===== src/sv/tcw_pkg.sv =====
// Shared types and constants for the text console writer.
package tcw_pkg;

    localparam logic [7:0] NEWLINE_CODE = 8'd10;
    localparam logic [7:0] SPACE_CODE   = 8'd32;
    localparam logic [7:0] ATTR_RESET   = 8'd15;

    // Widest saturated column and row the parameter ranges allow
    localparam int COL_BITS = 8;
    localparam int ROW_BITS = 7;

    typedef enum logic [1:0] {
        MODE_PUT   = 2'd0,
        MODE_READ  = 2'd1,
        MODE_CLEAR = 2'd2,
        MODE_NONE  = 2'd3
    } mode_t;

    // Classified item handed from the front end to the engine
    typedef struct packed {
        mode_t                mode;
        logic                 newline;
        logic                 at_cursor;
        logic [7:0]           char_code;
        logic [7:0]           attr;
        logic [COL_BITS-1:0]  col;
        logic [ROW_BITS-1:0]  row;
    } cmd_t;

    // Queue status seen by the front end
    typedef struct packed {
        logic full;
        logic init_busy;
    } front_status_t;

endpackage


===== src/sv/tcw_queue.sv =====
// Two-entry command queue between the front end and the engine.
module tcw_queue (
    input  logic          aclk,
    input  logic          aresetn,
    input  logic          push,
    input  tcw_pkg::cmd_t din,
    input  logic          pop,
    output tcw_pkg::cmd_t dout,
    output logic          full,
    output logic          empty
);

    tcw_pkg::cmd_t slot_reg [2];
    logic          wr_ptr_reg;
    logic          rd_ptr_reg;
    logic [1:0]    count_reg;

    always_ff @(posedge aclk) begin
        if (!aresetn) begin
            wr_ptr_reg <= 1'b0;
            rd_ptr_reg <= 1'b0;
            count_reg  <= 2'd0;
        end else begin
            if (push) begin
                wr_ptr_reg <= ~wr_ptr_reg;
            end
            if (pop) begin
                rd_ptr_reg <= ~rd_ptr_reg;
            end
            count_reg <= count_reg + {1'b0, push} - {1'b0, pop};
        end
        if (push) begin
            slot_reg[wr_ptr_reg] <= din;
        end
    end

    assign dout  = slot_reg[rd_ptr_reg];
    assign full  = (count_reg == 2'd2);
    assign empty = (count_reg == 2'd0);

endmodule


===== config.mk =====
export PLATFORM = sky130hd
export DESIGN_NAME = tcw_queue
export DESIGN_NICKNAME = d
export VERILOG_FILES = /design/src/sv/tcw_pkg.sv /design/src/sv/tcw_queue.sv
export SDC_FILE = /design/constraint.sdc
export NUM_CORES = 1
export LEC_CHECK = 0
export BUFFER_PORTS_ARGS = -buffer_cell sky130_fd_sc_hd__buf_2
export CAP_MARGIN = 10
export CORE_MARGIN = 2
export CORE_UTILIZATION = 47
export CTS_CLUSTER_DIAMETER = 30
export CTS_CLUSTER_SIZE = 14
export DETAILED_ROUTE_END_ITERATION = 6
export GPL_TIMING_DRIVEN = 0
export PLACE_DENSITY = 0.81
export SLEW_MARGIN = 30
export SYNTH_ARGS = -nofsm -noshare
export SYNTH_HDL_FRONTEND = slang
export SYNTH_SLANG_ARGS = --single-unit

===== constraint.sdc =====
create_clock -name aclk -period 2.4 [get_ports aclk]
set_clock_uncertainty 0.15 [all_clocks]
set_input_delay 0.36 -clock aclk [delete_from_list [all_inputs] [get_ports aclk]]
set_output_delay 0.36 -clock aclk [all_outputs]
set_load 0.02 [all_outputs]

==> impl_results.md <==
* Crit path cell chain: buf_6, buf_12, mux2_4, buf_2
* H-tree levels at 3
* Largest net degree at the start of global routing at 24
* Post-synth top area cell: edfxtp_1
* Die area at 0.00683 mm2
* Max-slew violations at 0
* Max Root-Sink Buffers at 2
* Cell Pwr Density at 799 mW/mm2
* Maximum capacitance violations at 0
* Synth Area in Adders at 0.861%
* DR top layer: met4
* WL met3 at 267 um
* Clk sinks at 75
* Post-synthesis simple-gate area fraction at 1.85%
* CTS tree: done
* Final Hold Fails at 0
* Die Ht at 82.6 um
* Crit path launch type: register
* Area added between synthesis and finish at 25.2%
* Cells after Synth at 130
* Initial antenna violation count at 0
* CTS root buffer: clkbuf_8
* Gp weighted congestion at 0.635
* Setup Fix Bufs, Post-CTS at 0
* Hold buffer count at cts at 0
* Fill count at 454
* Register area share after synthesis at 75.8%
* Mux share of post-synthesis cell area at 17.4%
* CP Data Arrival Time at 1.45 ns
* DR WL met2 at 2.30 mm
* Worst vdd ir at 0.428 mV
* Post-route minimum period at 1.96 ns
* Share of post-route cells with drive strength above 1 at 59.2%
* FMAX at 509 MHz
* Status: finished, final reports clean
* DRT Wirelength at 4.47 mm
* Synth top area cells: edfxtp_1, mux2_4, dfxtp_1
* Critical-path top delay cell: dfxtp_1
* Setup Crit Path Kind: register to primary output
* TritonCTS Buffers at 9
* Worst path bufs/invs at 3
* Synth cell types at 14
* Worst-Margin Slew at 0.499 ns
* Critical path's top delay family: buffers and inverters
* Worst-Skew Late Latency at 0.34 ns
* Final setup fails at 0
* Wire length per cell at 15.0 um
* Site row count at 28
* Via-to-Cell Ratio at 4.77
* Ys Warns at 0
* Tot Pwr at 0.00291 W
* First-pass GRT wire length at 6.52 mm
* Initial Utilization at 48.8%
* Final worst path period share at 81.9%
* Vias in the first global route at 1407
* Nets at 259
* Syn_area_per_cell at 22.3 um2
* GRT Total Usage at 13.9%
* I/O pin count at 76
* Overflow after GRT at 0
* Fin cells at 298
* Seq cells post-synth at 75
* DRT Pass-1 Iters at 6
* CP required at 1.89 ns
* Drt first-iter violations at 60
* ANT cells at 0
* Area of the core at 0.00596 mm2
* Max FFs per register at 70
* XOR/XNOR Fraction of Synth Area at 1.08%
* Rel. slew slack at 66.6%
* Netlist Area Pre-Place at 0.00291 mm2
* Antenna Nets Post-Route at 0
* Setup TNS at 0 ns
* RSZ-0062 raised after global routing: false
* Synthesized Nets at 171
* I/O Buffers at 75
* Crit-path max cell delay at 0.33 ns
* Top cell type's share of synthesized area at 72.4%
* Die span in x at 82.6 um
* Leakage at 1.47 nW
* Clock slew at reported path FFs at 0.08 ns
* Vias after detailed routing at 1422
* Largest family of logic cells by synthesized area: multiplexers
* Placed Cells at 282
* Hold Path Class: primary input to register
* Maximum fanout along the worst path at 10
* Drt drc at 0
* CP Capture Type: primary output
* Synth Area in Compound Gates at 0.258%
* M1 wire length at 1.78 mm
* Post_cts resized at 0
* HPWL Detailed at 3.21 mm
-- final timing paths --
path	endpoint	from	slack, ns	cells past startpoint
worst min register to register	register	rd_ptr_reg	0.45	2
worst max-delay path	dout[12]	register	0.44	4
worst max register to register	slot_reg[1][28]	wr_ptr_reg	0.87	2
worst min-delay path	slot_reg[1][7]	din[7]	0.05	1
-- synthesized netlist by cell type --
cell       n
mux2_2     5
nor2_1     1
dfxtp_1    5
and2_1     4
o21a_1     1
buf_12     3
edfxtp_1  70
inv_1      2
xor2_1     1
xnor3_1    1
nor2b_1    4
buf_6      1
ha_1       2
mux2_4    30
-- power by group --
| part | switching, W | internal (W) | leakage, nW |
|---|---|---|---|
| Combinational | 0.000224 | 0.000221 | 0.667 |
| Sequential | 0.0000220 | 0.00151 | 0.699 |
| Clock | 0.000429 | 0.000500 | 0.104 |
-- cell usage in the layout, fill, tap and decap left out, drive strengths merged --
master   n
buf     81
edfxtp  70
mux2    35
clkbuf  13
dfxtp    5
and2     4
nor2b    4
clkinv   3
inv      2
ha       2
nor2     1
xor2     1
o21a     1
xnor3    1
-- metrics by stage --
stage	hold slack (ns)	util [%]	setup WS [ns]	cell area, um2
floorplan	0.309	-	0.514	2910
global placement	0.397	56.7	-0.0827	3380
detailed placement	0.401	57.7	0.749	3440
CTS	0.0359	61.1	0.403	3640
global route	0.0326	61.1	0.373	3640
finish	0.0539	61.1	0.436	3640
-- metal layers --
| metal | vias to the layer above | GRT usage [%] |
|---|---|---|
| met4 | 0 | 8.85 |
| met2 | 53 | 22.7 |
| met3 | 11 | 4.89 |
| li1 | 676 | - |
| met1 | 682 | 15.4 |
| met5 | - | 0 |
-- worst reg2reg max path, stage by stage, from the launching register on --
cell and delay (ns):
dfxtp_1 0.39, and2_2 0.46, buf_16 0.23
-- cell type report --
class | count | area [um2] | share of cell area (%)
flip-flops and latches | 75 | 2200 | 60.5
multi-input cells | 49 | 633 | 17.4
repair buffers | 77 | 430 | 11.8
clock buffers | 13 | 181 | 4.99
well taps | 75 | 93.8 | 2.58
plain buffers | 4 | 71.3 | 1.96
clock inverters | 3 | 18.8 | 0.516
inverters | 2 | 7.51 | 0.206
-- cells by family after synthesis --
group           Yosys count
flops                    75
mux                      35
simple gates              9
buf+inv                   6
xor+xnor                  2
fa+ha+maj                 2
compound gates            1
(Power assumes the default switching activity.)
