===== config.mk =====
export PLATFORM = sky130hd
export DESIGN_NAME = tcw_front
export DESIGN_NICKNAME = d
export VERILOG_FILES = /design/src/sv/tcw_pkg.sv /design/src/sv/tcw_front.sv
export SDC_FILE = /design/constraint.sdc
export NUM_CORES = 1
export LEC_CHECK = 0
export BUFFER_PORTS_ARGS = -buffer_cell sky130_fd_sc_hd__buf_2
export CAP_MARGIN = 20
export CORE_MARGIN = 5
export CORE_UTILIZATION = 33
export CTS_BUF_LIST = sky130_fd_sc_hd__clkbuf_8
export DETAILED_ROUTE_END_ITERATION = 8
export PLACE_DENSITY = 0.81
export SYNTH_ARGS = -nofsm -noshare
export SYNTH_HDL_FRONTEND = slang
export SYNTH_SLANG_ARGS = --single-unit

===== constraint.sdc =====
create_clock -name aclk -period 1.34 [get_ports aclk]
set_input_delay 0.067 -clock aclk [delete_from_list [all_inputs] [get_ports aclk]]
set_output_delay 0.067 -clock aclk [all_outputs]
set_load 0.02 [all_outputs]

===== src/sv/tcw_pkg.sv =====
// Shared types and constants for the text console writer.
package tcw_pkg;

    localparam logic [7:0] NEWLINE_CODE = 8'd10;
    localparam logic [7:0] SPACE_CODE   = 8'd32;
    localparam logic [7:0] ATTR_RESET   = 8'd15;

    // Widest saturated column and row the parameter ranges allow
    localparam int COL_BITS = 8;
    localparam int ROW_BITS = 7;

    typedef enum logic [1:0] {
        MODE_PUT   = 2'd0,
        MODE_READ  = 2'd1,
        MODE_CLEAR = 2'd2,
        MODE_NONE  = 2'd3
    } mode_t;

    // Classified item handed from the front end to the engine
    typedef struct packed {
        mode_t                mode;
        logic                 newline;
        logic                 at_cursor;
        logic [7:0]           char_code;
        logic [7:0]           attr;
        logic [COL_BITS-1:0]  col;
        logic [ROW_BITS-1:0]  row;
    } cmd_t;

    // Queue status seen by the front end
    typedef struct packed {
        logic full;
        logic init_busy;
    } front_status_t;

endpackage


===== src/sv/tcw_front.sv =====
// Front end: accepts input items, saturates col/row, resolves attribute, queues commands.
module tcw_front #(
    parameter int COLUMNS = 80,
    parameter int ROWS    = 25
) (
    input  logic                  aclk,
    input  logic                  aresetn,
    input  logic                  cfg_wr_en,
    input  logic [7:0]            cfg_wr_data,
    input  logic                  s_axis_tvalid,
    output logic                  s_axis_tready,
    input  logic [31:0]           s_axis_tdata,
    input  logic [1:0]            s_axis_tuser,
    input  tcw_pkg::front_status_t status,
    output logic                  push,
    output tcw_pkg::cmd_t         cmd
);

    logic [7:0] default_attr_reg;
    logic [7:0] char_code;
    logic [7:0] attribute;
    logic [6:0] col;
    logic [4:0] row;
    logic [8:0] col_ext;
    logic [7:0] row_ext;

    always_ff @(posedge aclk) begin
        if (!aresetn) begin
            default_attr_reg <= tcw_pkg::ATTR_RESET;
        end else if (cfg_wr_en) begin
            default_attr_reg <= cfg_wr_data;
        end
    end

    assign char_code = s_axis_tdata[7:0];
    assign attribute = s_axis_tdata[15:8];
    assign col       = s_axis_tdata[23:17];
    assign row       = s_axis_tdata[28:24];
    assign col_ext   = {2'b00, col};
    assign row_ext   = {3'b000, row};

    assign s_axis_tready = !status.full && !status.init_busy;
    assign push          = s_axis_tvalid && s_axis_tready;

    always_comb begin
        cmd           = '0;
        cmd.mode      = tcw_pkg::mode_t'(s_axis_tuser);
        cmd.newline   = (char_code == tcw_pkg::NEWLINE_CODE);
        cmd.at_cursor = s_axis_tdata[16];
        cmd.char_code = char_code;
        // clear always uses the default attribute
        if (attribute == 8'd0 || cmd.mode == tcw_pkg::MODE_CLEAR) begin
            cmd.attr = default_attr_reg;
        end else begin
            cmd.attr = attribute;
        end
        if (col_ext >= 9'(COLUMNS)) begin
            cmd.col = tcw_pkg::COL_BITS'(COLUMNS - 1);
        end else begin
            cmd.col = tcw_pkg::COL_BITS'(col_ext);
        end
        if (row_ext >= 8'(ROWS)) begin
            cmd.row = tcw_pkg::ROW_BITS'(ROWS - 1);
        end else begin
            cmd.row = tcw_pkg::ROW_BITS'(row_ext);
        end
    end

endmodule


==> impl_metrics.toml, run 1 <==
[run_status]
status = "finished with violations"
violations = "negative setup slack"

[synth]
seq_area_frac_synth_pct = 23.6
synth_area_um2 = 679
synth_top_area_share_pct = 23.6
synth.area.top_cells = "dfxtp_1 24%, buf_4 15%, mux2i_1 12%, a22o_1 10%, o41ai_1 10%"
avgSynthCellArea_um2 = 8.49
synth_area_leader_cell = "dfxtp_1"
synth_cell_types = 17
ys_seq_elements = 8
synth_cells = 80
yosysWarnings = 0

[power_and_ir_drop]
combPwrFrac_pct = 41.7
power_frac_clock_pct = 30.3
powerDensity_nw_per_um2 = 767
cellLeakagePower_uw = 0.000660
swShare_pct = 32.5
peakVddDrop_mv = 0.730
pwr-share-seq_pct = 28.0
p_int_uw = 633
p_sw_uw = 305

[die]
die_width_um = 55.4
core_um2 = 1960
pin_count = 85
die_h_um = 55.4
std_cell_rows = 16
initial_core_util_pct = 34.6
design.die.area_um2 = 3070

[setup_path]
r2r_slack_ns = 0.72
cpMostUsedCell = "buf_6"
critPathSlowestCell = "or4_4"
cp.arrival_ns = 1.29
r2r-start = "default_attr_reg[0]"
path_class = "in2out"
ff2ff_path_depth = 2
r2r-end = "default_attr_reg[0]"
worst_setup_path_start_kind = "primary input"
crit_path_max_incr_delay_ns = 0.58
endpoint_kind = "output pin"
cp.required_ns = 1.27
path_cells = "buf_6 -> or4_4 -> o41ai_4 -> a22o_1 -> buf_6"
crit_path_max_fanout = 4

[layout]
syn_to_final_growth_pct = 79.9
diodes = 0
layout_commonest_cell = "buf_2"
multi_input_area_um2 = 483
fillerInstances = 195
regArea_um2 = 160
largest_reg_flops = 8
fin_area_um2 = 1220
fin_util_pct = 62.3
layout_common_cells = "64 x buf_2, 11 x buf_4, 9 x buf_6"
nets = 199
stdcell_count = 176
drive_gt1_share_pct = 65.8

[timing]
fin_crit_sh_pct = 101
fmax_mhz = 738
rsz0062_at_grt = "true"
maxSlewViolCount = 0
fin_skew_ns = 0
setup_tns_ns = -0.0249
setup_ws_ns = -0.0142
holdWs_ns = 0.0584
setup_viol = 3
hold_violations = 0
period_minus_slack_ns = 1.35

[min_path]
hp-start = "cfg_wr_data[0]"
holdPathEnd = "default_attr_reg[0]"
holdPathStages = 3
worstHoldPathType = "in2reg"

[clock_tree]
clock-sinks = 8
clkTransAtPathRegs_ns = 0.04
clkLatencyLatePin_ns = 0.23
h-tree-depth = 1
postCtsSetupBuffers = 0
root_buffer = "clkbuf_8"
cts_tree = "done"
cts_hold_repair.buffers = 0
cts_made_buffers = 3
cts_buffer_depth = 2

[global_route]
overflow = 0
grt_pass1_vias = 907
grt_pass1_wl_mm = 4.09
track_usage_pct = 16.0
antenna_found_initial = 0
grt_max_degree = 17

[placed_design]
hpwl_mm = 2.06
dpl_cell_area_um2 = 1030
placed_cells = 173
gp_congestion = 0.825
io_buffers = 76

[route]
drt_iter0_markers = 2
dr_wl_met3_um = 293
routedWlPerCell_um = 14.1
first_pass_iters = 2
wl_met1_um = 742
routed_wl_mm = 2.49
viasPerCell = 4.99
ant_nets = 0
met2_length_mm = 1.40
dr_total_vias = 879
drc_errors = 0
highest_layer = "met4"

[run]
drv_cap = 0
==> synth_stat cells <==
| master | n |
|---|---|
| o21ai_0 | 1 |
| and2_1 | 4 |
| buf_2 | 1 |
| nand2b_1 | 5 |
| nor2_1 | 2 |
| buf_4 | 14 |
| or4_1 | 1 |
| a22o_1 | 8 |
| nand2_1 | 5 |
| dfxtp_1 | 8 |
| conb_1 | 1 |
| o41ai_1 | 8 |
| or4_4 | 2 |
| nor2b_1 | 6 |
| clkbuf_1 | 5 |
| nand4bb_1 | 1 |
| mux2i_1 | 8 |
==> cells by family after synthesis <==
family,count (synthesis),share of synthesized area [%]
simple gates,26,23.8
flops,8,23.6
other cells,1,0.552
mux,8,11.8
compound gates,17,21.4
buf+inv,20,19.0
==> power by group through the flow <==
stage / clock, uW / combinational (uW) / sequential, uW
floorplan: 0 / 209 / 263
finish: 284 / 391 / 263
global placement: 0 / 326 / 265
global route: 303 / 420 / 264
detailed placement: 0 / 337 / 266
CTS: 293 / 371 / 263
==> layout make-up <==
| type | count | area share [%] |
|---|---|---|
| Timing Repair Buffer | 84 | 41.2 |
| Tap cell | 27 | 2.76 |
| Sequential cell | 8 | 13.1 |
| Clock buffer | 3 | 3.38 |
| Multi-Input combinational cell | 54 | 39.5 |
==> worst max-delay path, delay by kind of cell <==
family                 cells  cell delay [ns]
and+or+nand+nor            1             0.58
AOI/OAI and AO/OA          2             0.43
buffers and inverters      2             0.21
==> stage by stage <==
stage               total power, uW  setup WS [ns]
global route                    987        -0.0822
CTS                             927        -0.0242
floorplan                       471          0.157
detailed placement              603        -0.0998
finish                          937        -0.0142
global placement                592        -0.0463
==> repair_timing <==
| item | 4_1_cts | 5_1_grt |
|---|---|---|
| resized for setup | 19 | 9 |
| setup endpoints to repair | 8 | 8 |
| pin swaps | 1 | 5 |
==> routing by layer <==
layer / vias up / track usage [%]
met3: 6 / 6.53
met5: - / 0
met1: 409 / 12.9
li1: 412 / -
met2: 52 / 32.3
met4: 0 / 7.29
==> worst max-delay path by stage <==
stage	start	to	slack [ns]	cells after the start
after floorplan	s_axis_tdata[11]	cmd[15]	0.16	3
after global placement	s_axis_tdata[15]	cmd[20]	-0.05	5
after detailed placement	s_axis_tdata[11]	cmd[21]	-0.1	5
after CTS	s_axis_tdata[11]	cmd[21]	-0.02	5
after global routing	s_axis_tdata[15]	cmd[19]	-0.08	5
final	s_axis_tdata[15]	cmd[18]	-0.01	5
(Power assumes the default switching activity.)
==> inputs of run 2 (changes only) <==
- ABC_AREA: not set -> 1
==> impl_metrics.toml, run 2 <==
[die]
pin_count = 85
die_h_um = 55.4
design.die.area_um2 = 3070
die_width_um = 55.4
std_cell_rows = 16
core_um2 = 1960
initial_core_util_pct = 34.7

[synth]
synth_cells = 114
synth_area_um2 = 681
synth_area_leader_cell = "dfxtp_1"
synth_cell_types = 18
avgSynthCellArea_um2 = 5.97
synth.most_common_cell = "nand2_1"
seq_area_frac_synth_pct = 23.5
synth_edf_count = 0
yosysWarnings = 0
async_flop_share_pct = 0
synthFlopType = "dfxtp_1"
synth_commonest_cells = "34 x nand2_1, 14 x buf_4, 13 x nor2_1, 12 x nand3_1, 10 x inv_1"
synth.area.top_cells = "dfxtp_1 24%, nand2_1 19%, buf_4 15%, nand3_1 8.8%, nor2_1 7.2%"
ys_seq_elements = 8
synth_top_area_share_pct = 23.5

[layout]
syn_to_final_growth_pct = 50.2
drive_gt1_share_pct = 48.0
fin_area_um2 = 1020
layout_common_cells = "76 x buf_2, 34 x nand2_1, 13 x nor2_1"
layout_commonest_cell = "buf_2"
nets = 227
largest_reg_flops = 8
diodes = 0

[clock_tree]
root_buffer = "clkbuf_8"
clkTransAtPathRegs_ns = 0.04
clkLatencyLatePin_ns = 0.23
cts_hold_repair.buffers = 0
cts_made_buffers = 3
clock-sinks = 8
h-tree-depth = 1
postCtsSetupBuffers = 0
cts_buffer_depth = 2
ctsResizeCount = 0
cts_tree = "done"

[power_and_ir_drop]
peakVddDrop_mv = 0.687
p_int_uw = 572
pwr-share-seq_pct = 30.8
power.total_uw = 860
p_sw_uw = 288
powerDensity_nw_per_um2 = 841
combPwrFrac_pct = 36.2
power_frac_clock_pct = 33.0
cellLeakagePower_uw = 0.000630
swShare_pct = 33.5

[timing]
fin_skew_ns = 0
hold_violations = 0
fmax_mhz = 1000
setup_tns_ns = 0
period_minus_slack_ns = 0.998
rsz0062_at_grt = "false"
maxSlewViolCount = 0
fin_crit_sh_pct = 74.5
setup_viol = 0
holdWs_ns = 0.0477

[global_route]
antenna_found_initial = 0
grt_max_degree = 10
grt_pass1_vias = 798
track_usage_pct = 13.2
overflow = 0
grt_pass1_wl_mm = 3.36

[setup_path]
path_cells = "buf_2 -> nor2_1 -> nand2_1 -> o21ai_4 -> nand2_1 -> nand2_1 -> buf_2"
cpMostUsedCell = "nand2_1"
worst-path-buf-inv = 2
crit_path_max_incr_delay_ns = 0.21
critPathTopFamily = "simple AND/OR/NAND/NOR gates"
cp.required_ns = 1.27
cp-startpoint = "s_axis_tdata[11]"
cp.arrival_ns = 0.93
endpoint_kind = "output pin"
r2r-start = "default_attr_reg[4]"
path_class = "in2out"
critPathSlowestCell = "o21ai_4"
worst_setup_path_start_kind = "primary input"
crit_path_max_fanout = 8

[min_path]
worstHoldPathType = "in2reg"
hp-start = "cfg_wr_data[3]"

[route]
first_pass_iters = 4
drt_iter0_markers = 16
routedWlPerCell_um = 10.3
dr_total_vias = 894
drc_errors = 0
ant_nets = 0
viasPerCell = 4.38
routed_wl_mm = 2.10

[placed_design]
gp_congestion = 0.789
io_buffers = 76
hpwl_mm = 1.87
dpl_cell_area_um2 = 981

[run]
drv_cap = 0

[run_status]
status = "finished clean"
[run 2: changes by cell type after synthesis, moves of 8 or more]
cell and delta:
a22o_1 -8, mux2i_1 -8, o41ai_1 -8, nand3_1 +12, nand2_1 +29, nor2_1 +11, inv_1 +10
[run 2: worst min-delay path: stages]
cell and delay [ns]:
buf_2 0.07, nand2_1 0.04, nand3_1 0.06
[run 2: path summary, 6_finish.rpt]
path | end | slack, ns | cells past startpoint
max | cmd[21] | 0.34 | 7
max reg2reg | default_attr_reg[4] | 0.72 | 2
min | default_attr_reg[3] | 0.05 | 3
min reg2reg | default_attr_reg[3] | 0.46 | 2
[run 2: cell type report]
class	instances	area, um2
repair buffers	76	380
flip-flops and latches	8	160
well taps	27	33.8
multi-input cells	80	369
clock buffers	3	41.3
inverters	10	37.5
fillers	221	940
[run 2: routing by layer]
metal  share of wire (%)  up-vias  global-route usage [%]  wire, um
met3                  17        3                    6.99       361
met4                 1.7        0                    6.25        36
met2                  48       64                    25.0      1010
li1                    -      462                       -         -
met1                  33      365                    11.1       685
met5                   0        -                       0         0
[run 2: logic make-up (layout without fill, tap and decap cells)]
| group | count (synthesis) | count (layout) | share of synthesized area, % |
|---|---|---|---|
| AOI/OAI and AO/OA | 9 | 9 | 9.37 |
| buffers and inverters | 28 | 89 | 23.3 |
| DFF | 8 | 8 | 23.5 |
| other | 1 | 3 | 0.551 |
| and+or+nand+nor | 68 | 68 | 43.2 |
[run 2: through the flow]
| stage | setup slack, ns | instances | util, % |
|---|---|---|---|
| floorplan | 0.446 | 116 | - |
| global placement | 0.308 | 201 | 50.0 |
| detailed placement | 0.327 | 201 | 50.0 |
| CTS | 0.319 | 204 | 52.1 |
| global route | 0.179 | 204 | 52.1 |
| finish | 0.342 | 204 | 52.1 |
[run 2: power groups by stage]
stage	clock network, uW	logic, uW	registers, uW
finish	284	311	265
global route	318	343	267
CTS	295	314	265
detailed placement	0	313	269
global placement	0	311	268
floorplan	0	207	266
